<file path="src/design/swds_pkg.sv">
// Shared constants for the sliding window distance statistics block.
package swds_pkg;

  localparam int RAW_W      = 10;
  localparam int DIST_W     = 11;
  localparam int DIR_W      = 3;
  localparam int MEAN_W     = 15;
  localparam int DEV_W      = 14;
  localparam int TREND_W    = 15;
  localparam int DELTA_W    = 16;
  localparam int FRAC_W     = 4;
  localparam int SCALE      = 5;
  localparam int DIST_MAX   = 2000;
  localparam int WINDOW_DEF = 8;

  // Item kinds
  localparam logic KIND_SAMPLE = 1'b0;
  localparam logic KIND_CLEAR  = 1'b1;

endpackage

</file>
<file path="src/design/swds_ram.sv">
// Generic simple dual port RAM with registered read.
module swds_ram #(
  parameter int WIDTH = 8,
  parameter int DEPTH = 8
) (
  input  logic                     clk,
  input  logic                     we,
  input  logic [$clog2(DEPTH)-1:0] waddr,
  input  logic [WIDTH-1:0]         wdata,
  input  logic [$clog2(DEPTH)-1:0] raddr,
  output logic [WIDTH-1:0]         rdata
);

  logic [WIDTH-1:0] mem [DEPTH];
  logic [WIDTH-1:0] rdata_r;

  always_ff @(posedge clk) begin
    if (we) begin
      mem[waddr] <= wdata;
    end
    rdata_r <= mem[raddr];
  end

  assign rdata = rdata_r;

endmodule

</file>
<file path="src/design/swds_div.sv">
// Bit-serial restoring divider, one quotient bit per cycle.
module swds_div #(
  parameter int NUM_W = 16,
  parameter int DEN_W = 8
) (
  input  logic             clk,
  input  logic             rst_n,
  input  logic             start,
  input  logic [NUM_W-1:0] dividend,
  input  logic [DEN_W-1:0] divisor,
  output logic             busy,
  output logic [NUM_W-1:0] quotient
);

  localparam int CW = $clog2(NUM_W + 1);

  logic [NUM_W-1:0] q_r, q_nxt;
  logic [DEN_W-1:0] rem_r, rem_nxt;
  logic [DEN_W-1:0] den_r;
  logic [CW-1:0]    cnt_r, cnt_nxt;
  logic [DEN_W:0]   trial;
  logic [DEN_W:0]   diff;
  logic             qbit;

  always_comb begin
    trial   = {rem_r, q_r[NUM_W-1]};
    diff    = trial - {1'b0, den_r};
    qbit    = (trial >= {1'b0, den_r});
    q_nxt   = q_r;
    rem_nxt = rem_r;
    cnt_nxt = cnt_r;
    if (start) begin
      q_nxt   = dividend;
      rem_nxt = '0;
      cnt_nxt = CW'(NUM_W);
    end else if (cnt_r != '0) begin
      q_nxt   = {q_r[NUM_W-2:0], qbit};
      rem_nxt = qbit ? diff[DEN_W-1:0] : trial[DEN_W-1:0];
      cnt_nxt = cnt_r - 1'b1;
    end
  end

  always_ff @(posedge clk) begin
    if (!rst_n) begin
      cnt_r <= '0;
    end else begin
      cnt_r <= cnt_nxt;
    end
    q_r   <= q_nxt;
    rem_r <= rem_nxt;
    if (start) begin
      den_r <= divisor;
    end
  end

  assign busy     = (cnt_r != '0);
  assign quotient = q_r;

endmodule

</file>
<file path="src/design/swds_sqrt.sv">
// Iterative integer square root, one result bit per cycle.
module swds_sqrt #(
  parameter int IN_W = 16
) (
  input  logic              clk,
  input  logic              rst_n,
  input  logic              start,
  input  logic [IN_W-1:0]   radicand,
  output logic              busy,
  output logic [IN_W/2-1:0] root
);

  logic [IN_W-1:0] x_r, x_nxt;
  logic [IN_W-1:0] root_r, root_nxt;
  logic [IN_W-1:0] bit_r, bit_nxt;
  logic [IN_W:0]   t;

  always_comb begin
    t        = {1'b0, root_r} + {1'b0, bit_r};
    x_nxt    = x_r;
    root_nxt = root_r;
    bit_nxt  = bit_r;
    if (start) begin
      x_nxt    = radicand;
      root_nxt = '0;
      bit_nxt  = {2'b01, {(IN_W-2){1'b0}}};
    end else if (bit_r != '0) begin
      if ({1'b0, x_r} >= t) begin
        x_nxt    = x_r - t[IN_W-1:0];
        root_nxt = (root_r >> 1) + bit_r;
      end else begin
        root_nxt = root_r >> 1;
      end
      bit_nxt = bit_r >> 2;
    end
  end

  always_ff @(posedge clk) begin
    if (!rst_n) begin
      bit_r <= '0;
    end else begin
      bit_r <= bit_nxt;
    end
    x_r    <= x_nxt;
    root_r <= root_nxt;
  end

  assign busy = (bit_r != '0);
  assign root = root_r[IN_W/2-1:0];

endmodule

</file>
<file path="src/design/sliding_window_distance_stats_top.sv">
// Flow: a sample word goes through the history reads, the sum update, the products, then the
//   bit-serial divider (mean, then variance) and the root after it; DIV_W = clog2(WINDOW+1) +
//   clog2(WINDOW*2000^2+1) + 8, SQIN_W = DIV_W rounded up to even.
// Input: no new word is taken until the previous sample's result is loaded into the output
//   registers, which waits while out_stall holds the last result; a clear word starts no sequence.
// Reset (synchronous): window empty, sums zero, direction 0; history RAM is not cleared.
module sliding_window_distance_stats_top #(
  parameter int WINDOW = swds_pkg::WINDOW_DEF
) (
  input  logic                                clk,
  input  logic                                rst_n,
  input  logic                                in_valid,
  output logic                                in_stall,
  input  logic                                in_kind,
  input  logic [swds_pkg::RAW_W-1:0]          in_raw_sample,
  output logic                                out_valid,
  input  logic                                out_stall,
  output logic [swds_pkg::DIR_W-1:0]          out_direction,
  output logic [swds_pkg::DIST_W-1:0]         out_distance,
  output logic [swds_pkg::MEAN_W-1:0]         out_window_mean,
  output logic [swds_pkg::DEV_W-1:0]          out_window_deviation,
  output logic signed [swds_pkg::TREND_W-1:0] out_trend,
  output logic signed [swds_pkg::DELTA_W-1:0] out_deviation_from_mean,
  input  logic                                cfg_valid,
  output logic                                cfg_ready,
  input  logic [swds_pkg::DIR_W-1:0]          cfg_data
);

  localparam int DIST_W  = swds_pkg::DIST_W;
  localparam int CNT_W   = $clog2(WINDOW + 1);
  localparam int SLOT_W  = $clog2(WINDOW);
  localparam int SUM_W   = $clog2(WINDOW * swds_pkg::DIST_MAX + 1);
  localparam int SQ_W    = $clog2(WINDOW * swds_pkg::DIST_MAX * swds_pkg::DIST_MAX + 1);
  localparam int NSQ_W   = CNT_W + SQ_W;
  localparam int DIV_W   = NSQ_W + 2 * swds_pkg::FRAC_W;
  localparam int DEN_W   = 2 * CNT_W;
  localparam int SQIN_W  = DIV_W + (DIV_W % 2);
  localparam int PROD_W  = 2 * DIST_W;
  localparam int SCL_W   = swds_pkg::RAW_W + 3;
  localparam int DIFF_W  = DIST_W + 1;
  localparam int TMAG_W  = DIST_W + swds_pkg::FRAC_W;
  // trend magnitude / WINDOW as a multiply by a rounded-up reciprocal, exact for TMAG_W bits
  localparam int RCP_SH  = TMAG_W + $clog2(WINDOW);
  localparam int RCP_M   = ((1 << RCP_SH) + WINDOW - 1) / WINDOW;
  localparam int RCP_W   = TMAG_W + 2;

  localparam logic [3:0] S_IDLE    = 4'd0;
  localparam logic [3:0] S_RD1     = 4'd1;
  localparam logic [3:0] S_RD2     = 4'd2;
  localparam logic [3:0] S_UPD     = 4'd3;
  localparam logic [3:0] S_MUL     = 4'd4;
  localparam logic [3:0] S_DM_GO   = 4'd5;
  localparam logic [3:0] S_DM_WAIT = 4'd6;
  localparam logic [3:0] S_DV_GO   = 4'd7;
  localparam logic [3:0] S_DV_WAIT = 4'd8;
  localparam logic [3:0] S_SQ_WAIT = 4'd9;
  localparam logic [3:0] S_FIN     = 4'd10;

  logic [3:0]          state_r, state_nxt;
  logic [swds_pkg::DIR_W-1:0] dir_r;
  logic [CNT_W-1:0]    cnt_r;
  logic [SLOT_W-1:0]   slot_r;
  logic [SUM_W-1:0]    sum_r;
  logic [SQ_W-1:0]     sq_r;
  logic [DIST_W-1:0]   dist_r;
  logic [DIST_W-1:0]   old_r;
  logic [DIST_W-1:0]   oldest_r;
  logic [PROD_W-1:0]   old_sq_r;
  logic [PROD_W-1:0]   new_sq_r;
  logic [NSQ_W-1:0]    nsq_r;
  logic [NSQ_W-1:0]    ssq_r;
  logic [NSQ_W-1:0]    num_r;
  logic [DEN_W-1:0]    nn_r;
  logic [swds_pkg::MEAN_W-1:0] mean_r;
  logic                tneg_r;
  logic [TMAG_W-1:0]   tmag_r;
  logic                out_valid_r;

  logic                accept;
  logic                full;
  logic [SLOT_W-1:0]   slot_inc;
  logic [SCL_W-1:0]    scaled;
  logic [DIST_W-1:0]   dist_w;
  logic [SUM_W:0]      sum_w;
  logic [SQ_W:0]       sq_w;
  logic [NSQ_W-1:0]    nsq_w;
  logic [2*SUM_W-1:0]  ssq_w;
  logic [DEN_W-1:0]    nn_w;
  logic signed [DIFF_W-1:0] tdiff;
  logic [DIFF_W-1:0]   tabs;
  logic [TMAG_W+RCP_W-1:0] tprod;
  logic                out_load;

  logic                ram_we;
  logic [SLOT_W-1:0]   ram_raddr;
  logic [DIST_W-1:0]   ram_rdata;

  logic                div_start;
  logic [DIV_W-1:0]    div_dividend;
  logic [DEN_W-1:0]    div_divisor;
  logic                div_busy;
  logic [DIV_W-1:0]    div_quot;

  logic                sqrt_start;
  logic                sqrt_busy;
  logic [SQIN_W/2-1:0] sqrt_root;

  logic [swds_pkg::TREND_W-1:0] tq;
  logic [swds_pkg::DELTA_W:0]   delta_w;

  assign in_stall  = (state_r != S_IDLE);
  assign accept    = in_valid && !in_stall;
  assign cfg_ready = 1'b1;
  assign full      = (cnt_r == CNT_W'(WINDOW));
  assign slot_inc  = (slot_r == SLOT_W'(WINDOW - 1)) ? '0 : slot_r + 1'b1;

  assign scaled = SCL_W'(in_raw_sample) * SCL_W'(swds_pkg::SCALE);
  assign dist_w = (scaled > SCL_W'(swds_pkg::DIST_MAX)) ? DIST_W'(swds_pkg::DIST_MAX)
                                                         : scaled[DIST_W-1:0];

  // slot is read first (the value leaving), then slot+1 (oldest after the push)
  assign ram_raddr = (state_r == S_RD1) ? slot_inc : slot_r;
  assign ram_we    = (state_r == S_RD2);

  swds_ram #(
    .WIDTH(DIST_W),
    .DEPTH(WINDOW)
  ) u_hist (
    .clk  (clk),
    .we   (ram_we),
    .waddr(slot_r),
    .wdata(dist_r),
    .raddr(ram_raddr),
    .rdata(ram_rdata)
  );

  always_comb begin
    sum_w = {1'b0, sum_r} - (full ? (SUM_W+1)'(old_r) : '0) + (SUM_W+1)'(dist_r);
    sq_w  = {1'b0, sq_r} - (full ? (SQ_W+1)'(old_sq_r) : '0) + (SQ_W+1)'(new_sq_r);
    nsq_w = cnt_r * sq_r;
    ssq_w = sum_r * sum_r;
    nn_w  = cnt_r * cnt_r;
    tdiff = $signed({1'b0, dist_r}) - $signed({1'b0, oldest_r});
    tabs  = tdiff[DIFF_W-1] ? DIFF_W'(-tdiff) : DIFF_W'(tdiff);
  end

  // shared divider: mean, then variance
  always_comb begin
    div_start = (state_r == S_DM_GO) || (state_r == S_DV_GO);
    if (state_r == S_DM_GO) begin
      div_dividend = DIV_W'({sum_r, {swds_pkg::FRAC_W{1'b0}}});
      div_divisor  = DEN_W'(cnt_r);
    end else begin
      div_dividend = {num_r, {(2*swds_pkg::FRAC_W){1'b0}}};
      div_divisor  = nn_r;
    end
  end

  assign sqrt_start = (state_r == S_DV_WAIT) && !div_busy;

  swds_div #(
    .NUM_W(DIV_W),
    .DEN_W(DEN_W)
  ) u_div (
    .clk     (clk),
    .rst_n   (rst_n),
    .start   (div_start),
    .dividend(div_dividend),
    .divisor (div_divisor),
    .busy    (div_busy),
    .quotient(div_quot)
  );

  swds_sqrt #(
    .IN_W(SQIN_W)
  ) u_sqrt (
    .clk     (clk),
    .rst_n   (rst_n),
    .start   (sqrt_start),
    .radicand(SQIN_W'(div_quot)),
    .busy    (sqrt_busy),
    .root    (sqrt_root)
  );

  always_comb begin
    state_nxt = state_r;
    unique case (state_r)
      S_IDLE:    if (accept && in_kind == swds_pkg::KIND_SAMPLE) state_nxt = S_RD1;
      S_RD1:     state_nxt = S_RD2;
      S_RD2:     state_nxt = S_UPD;
      S_UPD:     state_nxt = S_MUL;
      S_MUL:     state_nxt = S_DM_GO;
      S_DM_GO:   state_nxt = S_DM_WAIT;
      S_DM_WAIT: if (!div_busy) state_nxt = S_DV_GO;
      S_DV_GO:   state_nxt = S_DV_WAIT;
      S_DV_WAIT: if (!div_busy) state_nxt = S_SQ_WAIT;
      S_SQ_WAIT: if (!sqrt_busy) state_nxt = S_FIN;
      S_FIN:     if (out_load) state_nxt = S_IDLE;
      default:   state_nxt = S_IDLE;
    endcase
  end

  assign out_load = (state_r == S_FIN) && (!out_valid_r || !out_stall);

  assign tprod   = tmag_r * RCP_W'(RCP_M);
  assign tq      = swds_pkg::TREND_W'(tprod >> RCP_SH);
  assign delta_w = {2'b00, dist_r, {swds_pkg::FRAC_W{1'b0}}} - {2'b00, mean_r};

  always_ff @(posedge clk) begin
    if (!rst_n) begin
      state_r     <= S_IDLE;
      dir_r       <= '0;
      cnt_r       <= '0;
      slot_r      <= '0;
      sum_r       <= '0;
      sq_r        <= '0;
      out_valid_r <= 1'b0;
    end else begin
      state_r <= state_nxt;
      if (cfg_valid && cfg_ready) begin
        dir_r <= cfg_data;
      end
      if (accept && in_kind == swds_pkg::KIND_CLEAR) begin
        cnt_r  <= '0;
        slot_r <= '0;
        sum_r  <= '0;
        sq_r   <= '0;
      end
      if (state_r == S_UPD) begin
        sum_r  <= sum_w[SUM_W-1:0];
        sq_r   <= sq_w[SQ_W-1:0];
        slot_r <= slot_inc;
        if (!full) begin
          cnt_r <= cnt_r + 1'b1;
        end
      end
      if (out_load) begin
        out_valid_r <= 1'b1;
      end else if (out_valid_r && !out_stall) begin
        out_valid_r <= 1'b0;
      end
    end
  end

  always_ff @(posedge clk) begin
    if (accept) begin
      dist_r <= dist_w;
    end
    if (state_r == S_RD1) begin
      old_r <= ram_rdata;
    end
    if (state_r == S_RD2) begin
      oldest_r <= ram_rdata;
      old_sq_r <= old_r * old_r;
      new_sq_r <= dist_r * dist_r;
    end
    if (state_r == S_UPD) begin
      tneg_r <= tdiff[DIFF_W-1];
      tmag_r <= {tabs[DIST_W-1:0], {swds_pkg::FRAC_W{1'b0}}};
    end
    if (state_r == S_MUL) begin
      nsq_r <= nsq_w;
      ssq_r <= NSQ_W'(ssq_w);
      nn_r  <= nn_w;
    end
    if (state_r == S_DM_GO) begin
      num_r <= nsq_r - ssq_r;
    end
    if (state_r == S_DM_WAIT && !div_busy) begin
      mean_r <= swds_pkg::MEAN_W'(div_quot);
    end
    if (out_load) begin
      out_direction        <= dir_r;
      out_distance         <= dist_r;
      out_window_mean      <= mean_r;
      out_window_deviation <= swds_pkg::DEV_W'(sqrt_root);
      if (full) begin
        out_trend               <= tneg_r ? $signed(-tq) : $signed(tq);
        out_deviation_from_mean <= $signed(delta_w[swds_pkg::DELTA_W-1:0]);
      end else begin
        out_trend               <= '0;
        out_deviation_from_mean <= '0;
      end
    end
  end

  assign out_valid = out_valid_r;

endmodule
</file>
<file path="config.mk">
export PLATFORM = sky130hd
export DESIGN_NAME = sliding_window_distance_stats_top
export DESIGN_NICKNAME = d
export VERILOG_FILES = /design/src/design/swds_pkg.sv /design/src/design/swds_ram.sv /design/src/design/swds_div.sv /design/src/design/swds_sqrt.sv /design/src/design/sliding_window_distance_stats_top.sv
export SDC_FILE = /design/constraint.sdc
export NUM_CORES = 2
export LEC_CHECK = 0
export BUFFER_PORTS_ARGS = -buffer_cell sky130_fd_sc_hd__buf_2
export CAP_MARGIN = 20
export CORE_MARGIN = 3
export CORE_UTILIZATION = 50
export DETAILED_ROUTE_END_ITERATION = 8
export GPL_ROUTABILITY_DRIVEN = 0
export PLACE_DENSITY = 0.7
export SETUP_SLACK_MARGIN = 0.15
export SYNTH_ARGS = -nofsm -noshare
export SYNTH_HDL_FRONTEND = slang
export SYNTH_SLANG_ARGS = --single-unit
</file>
<file path="constraint.sdc">
create_clock -name clk -period 10.8 [get_ports clk]
set_clock_uncertainty 0.2 [all_clocks]
set_input_delay 2.16 -clock clk [delete_from_list [all_inputs] [get_ports clk]]
set_output_delay 2.16 -clock clk [all_outputs]
set_load 0.05 [all_outputs]
</file>
# Yosys cells after proc, flatten, opt, wreduce, memory -nomap -nowiden
# Memory sizes are Yosys's and may differ from the RTL's. A register that Yosys moved wholly into a read port is not among the register bits.
# Cells that the tools add are included.
# W data, S select, Z words.
# word_totals
reg_bits	480
ramBits	88
in_bits	19
out_inout_bits	77
elab_cells	149
mem_count	1
# op_classes
addsub	16
multipliers	6
order_cmp	3
n_eq_ne	17
n_mux	38
bitwise	2
n_reduce_logical	28
# mem_list
memory	depth	width	read_ports	rd_ports_with_merged_regs	wr	line_no	rtl
u_hist.mem	8	11	1	1	1	swds_ram.sv:14	logic [WIDTH-1:0] mem [DEPTH];
# op_table
operator	n
$mux W37	8
$mux W25	2
$mul A11 B11 Y22	2
$pmux W4 S11	1
$add A38 B37 Y39	1
$ge A38 B39 Y1	1
$add A37 B37 Y38	1
$mux W38	1
$reduce_bool A38 Y1	1
$sub A38 B38 Y38	1
$mux W4	9
$mul A4 B25 Y29	1
$sub A29 B28 Y29	1
$mul A14 B14 Y28	1
$mux W14	2
$add A25 B22 Y25	1
$sub A25 B22 Y25	1
$mux W11	2
$mux W22	1
$eq A4 B3 Y1 const B	4
$eq A4 B4 Y1 const B	4
$sub A15 B15 Y16	1
$neg A12 Y15	1
$add A14 B11 Y14	1
31 further kinds	61

# Depth between registers and ports, before layout
# depth
ltp_word	7
depth_mapped	25
depth_no_buf	25

# By module
# A second synthesis with hierarchy kept.
# unflattened
hier_cells	4587
area_unflattened_um2	46552.1
# by_module_without_submodules
mod	n_inst	cells_each	area_each_um2	seq_area_each_um2
sliding_window_distance_stats_top	1	3203	31496.5	9098.7
swds_sqrt	1	1011	8535.7	2282.2
swds_ram	1	150	3657.3	2862.7
swds_div	1	223	2862.7	1631.6

# Worst setup path before layout
# OpenSTA, ideal clock, no wires.
# synth_path
kind	reg-to-reg
start	reg state_r[1]
end	reg nn_r[0] (enable)
setup_time_ns	0.662
arrival_ns	7.260
required_time_ns	9.938
path_slack_ns	2.677
stages_incl_launch_ff	4
n_path_buf	2
synth_period_minus_slack_ns	8.123
path_cell_list	dfxtp_1 -> clkbuf_1 -> clkbuf_1 -> nor4b_1
# synth_between
elab_chain_len	1
# synth_lines
element	line_no	rtl
start, declared	sliding_window_distance_stats_top.sv:59	logic [3:0] state_r, state_nxt;
start signal, assigned	sliding_window_distance_stats_top.sv:219	state_r <= state_nxt;
$eq A4 B3 Y1	sliding_window_distance_stats_top.sv:261	if (state_r == S_MUL) begin
end signal, assigned	sliding_window_distance_stats_top.sv:264	nn_r <= nn_w;
end, declared	sliding_window_distance_stats_top.sv:73	logic [DEN_W-1:0] nn_r;
# Every way passes these cells.
# A chain may end at the register's enable or synchronous reset.

# Worst setup path after layout
# layout_path
start	reg sum_r[5]
end	reg ssq_r[26] (data pin)
# layout_between
elab_chain_len	1
# layout_lines
element	line_no	rtl
start, declared	sliding_window_distance_stats_top.sv:63	logic [SUM_W-1:0] sum_r;
start signal, assigned	sliding_window_distance_stats_top.sv:230	sum_r <= sum_w[SUM_W-1:0];
$mul A14 B14 Y28	sliding_window_distance_stats_top.sv:141	ssq_w = sum_r * sum_r;
named net ssq_w[26]	sliding_window_distance_stats_top.sv:87	logic [2*SUM_W-1:0] ssq_w;
end signal, assigned	sliding_window_distance_stats_top.sv:263	ssq_r <= NSQ_W'(ssq_w);
end, declared	sliding_window_distance_stats_top.sv:71	logic [NSQ_W-1:0] ssq_r;
# The timed path passes the listed nets, and every way through them passes these cells.

==> metrics.md <==
| Metric | Value |
|---|---|
| DP HPWL | 82.0 mm |
| Vias in the first global route | 32300 |
| Syn_nets | 5507 |
| Count leader, synth | inv_1 |
| Startpoint Class | flop |
| Initial drt markers | 2555 |
| Largest net degree at the start of global routing | 74 |
| Hold_buf cts | 0 |
| Fillers | 7809 |
| Yosys cell types | 101 |
| CP max FO | 15 |
| Post-synthesis register bit count | 574 |
| Post-CTS setup buffer count | 0 |
| Worst skew pair latency | 620 ps |
| Chip height | 308 um |
| Critical R2R Launch | sum_r[5] |
| Area leader, netlist | edfxtp_1 |
| Routed Antenna Nets | 0 |
| CTS buffer count | 66 |
| Status | finished clean |
| Max Cap Viol | 0 |
| Hold path cells | 0 |
| Crit Path Class | reg2reg |
| Clk pin slew, worst setup/hold paths | 70 ps |
| Die Area | 95100 um2 |
| DRC viols | 0 |
| Mapped Area | 45700 um2 |
| Post-DR vias/cell | 5.52 |
| Hold Crit Endpoint | out_direction[0] |
| FF-to-FF setup slack | 3940 ps |
| Final Cycle Share | 63.5% |
| H-tree Lvls | 3 |
| Synth top area cells | edfxtp_1, fa_1, ha_1, dfxtp_1, inv_1 |
| Total Neg Setup Slack | 0 ps |
| CTS max path bufs | 3 |
| EDFF count, synth | 437 |
| Port Buf Inserts | 93 |
| Die width | 308 um |
| Root buffer cell | clkbuf_16 |
| Worst Path Required | 10950 ps |
| Via count | 33300 |
| Worst vdd ir | 0.000877 V |
| Slew Limit Headroom | 27.9% |
| Routed Wire Length | 108 mm |
| Mean Syn Cell Area | 9.68 um2 |
| Cts repair resizes | 0 |
| Cells after DPL | 5897 |
| Total iterations of the first detailed-routing run | 5 |
| Fmax | 0.146 GHz |
| Slew Viols, Final | 0 |
| I/O pins | 96 |
| Layout overhead on the synthesized area | 8.91% |
| Initial core utilization | 50.6% |
| WL/cell | 17.9 um |
| Core Area | 90400 um2 |
| Crit path from | sum_r[5] |
| Initial antenna violation count | 6 |
| Final min period | 6860 ps |
| Worst Setup End Kind | flop |
| Gate count after technology mapping | 4726 |
| CTS tree | done |
| Yosys top cell area share | 28.7% |
| Reg2Reg Depth | 21 |
| Synth Flop Type | edfxtp_1 |
| Slew of the pin with the lowest slew margin | 1080 ps |
| Arr. time, crit path | 7010 ps |
| Class of the worst hold path | reg2reg |
| Final Non-Filler Cells | 6025 |
| # rows | 110 |
| RSZ-0062 raised after global routing | no |
| Layout cells sized above 1 | 6.95% |
| CTS sink count | 574 |
| Async set-reset flop share out of synthesis | 0% |
| Yosys warns | 0 |
| Area of the multi-input gates | 26900 um2 |
| Sequential share of the synthesized area | 34.7% |
| Global-route wire length before repair | 172 mm |
| Gr ovfl total | 0 |
| # setup viols final | 0 |
| Reg area | 15900 um2 |
| Cell Pwr Density | 345 nW/um2 |
| GR Util All Layers | 22.5% |
| Top cells by count, synth | inv_1, nand2_1, edfxtp_1, ha_1, nor2_1 |
| Final nets | 5576 |
| Min-delay src | dir_r[0] |
| Final Hold Fails | 0 |
| Worst R2R End | ssq_r[26] |
| Leakage | 22.9 nW |
how the worst max path moves through the flow:
stage                      to
floorplan             nn_r[0]
global placement    ssq_r[25]
detailed placement  ssq_r[25]
CTS                 ssq_r[26]
global route        ssq_r[25]
finish              ssq_r[26]
state kept, by name, indices dropped and copies added, names as in the netlist, 25 cells and up:
signal,cells
ssq_r,27
nsq_r,29
num_r,29
u_div.quotient,37
sq_r,25
u_sqrt.x_r,38
u_hist.mem,88
u_sqrt.root_r,38
layout by cell type, fill, tap and decap left out, types with 23 or more instances in the layout:
cell       count
buf_2         93
a31oi_1       52
nor3_1        70
o21bai_1      40
a21o_1        67
a21oi_1      225
inv_1        670
nor2b_1       48
nand3_1       94
or3_1         24
xor2_1       115
and3_1        68
o211ai_1      23
nand2_1      571
dfxtp_1      136
edfxtp_1     437
mux2i_1       25
clkbuf_16     68
a22oi_1       31
o21ai_0      198
ha_1         437
xnor2_1      183
and2_1        75
buf_4         43
nor2_1       334
fa_1         325
nand2b_1      31
stage by stage:
stage               cell area, um2  utilization, %  setup slack (ps)  total power, W  hold WS [ps]
floorplan                    45700               -              2680          0.0126           204
global placement             47500            52.5              4110          0.0146           217
detailed placement           47500            52.5              3980          0.0149           221
CTS                          49700            55.0              3960          0.0173           205
global route                 49800            55.1              3600          0.0190           222
finish                       49800            55.1              3940          0.0172           216
power by group:
group          total (W)  switching, W  internal [W]
registers        0.00386      0.000439       0.00342
logic             0.0111       0.00624       0.00481
clock network    0.00226      0.000951       0.00131
kinds of logic (layout without fill, tap and decap cells):
| kind of cell | after synthesis | in the layout | share of synthesized area [%] |
|---|---|---|---|
| xor gates and xnor gates | 298 | 298 | 5.71 |
| buffers and inverters | 817 | 939 | 6.78 |
| muxes | 38 | 38 | 0.862 |
| AOI/OAI and AO/OA | 829 | 829 | 11.7 |
| and+or+nand+nor | 1406 | 1406 | 14.0 |
| adders and majority gates | 762 | 762 | 26.2 |
| DFF | 574 | 574 | 34.7 |
| other | 2 | 3 | 0.0164 |
metal layers:
layer	global-route usage, %	part of all wire, %	routed length [um]
met1	32.1	45	48700
met2	35.9	46	49300
met3	3.04	6.0	6500
met4	6.95	2.9	3130
met5	0	0.0065	7
critical path: stages (launching register included):
cell and delay, ps:
dfxtp_1 730, inv_1 330, nor2_1 280, ha_1 280, xor2_1 240, fa_1 490, fa_1 490, inv_1 50
fa_1 500, fa_1 550, inv_1 50, fa_1 490, inv_1 40, ha_1 350, or2_2 330, a21oi_1 150
a21oi_1 100, a211oi_1 410, o21ai_0 200, nand2_1 100, a21oi_1 70, xor2_1 140
cell type report:
type / instances / area share (%)
Clock inverter: 37 / 0.749
Sequential cell: 574 / 31.9
Multi-Input combinational cell: 3335 / 53.9
Tap cell: 1176 / 2.95
Timing Repair Buffer: 141 / 1.78
Clock buffer: 84 / 3.66
Antenna cell: 1 / 0.00502
Inverter: 677 / 5.10
Note: power is estimated with default switching activity, not from simulation.
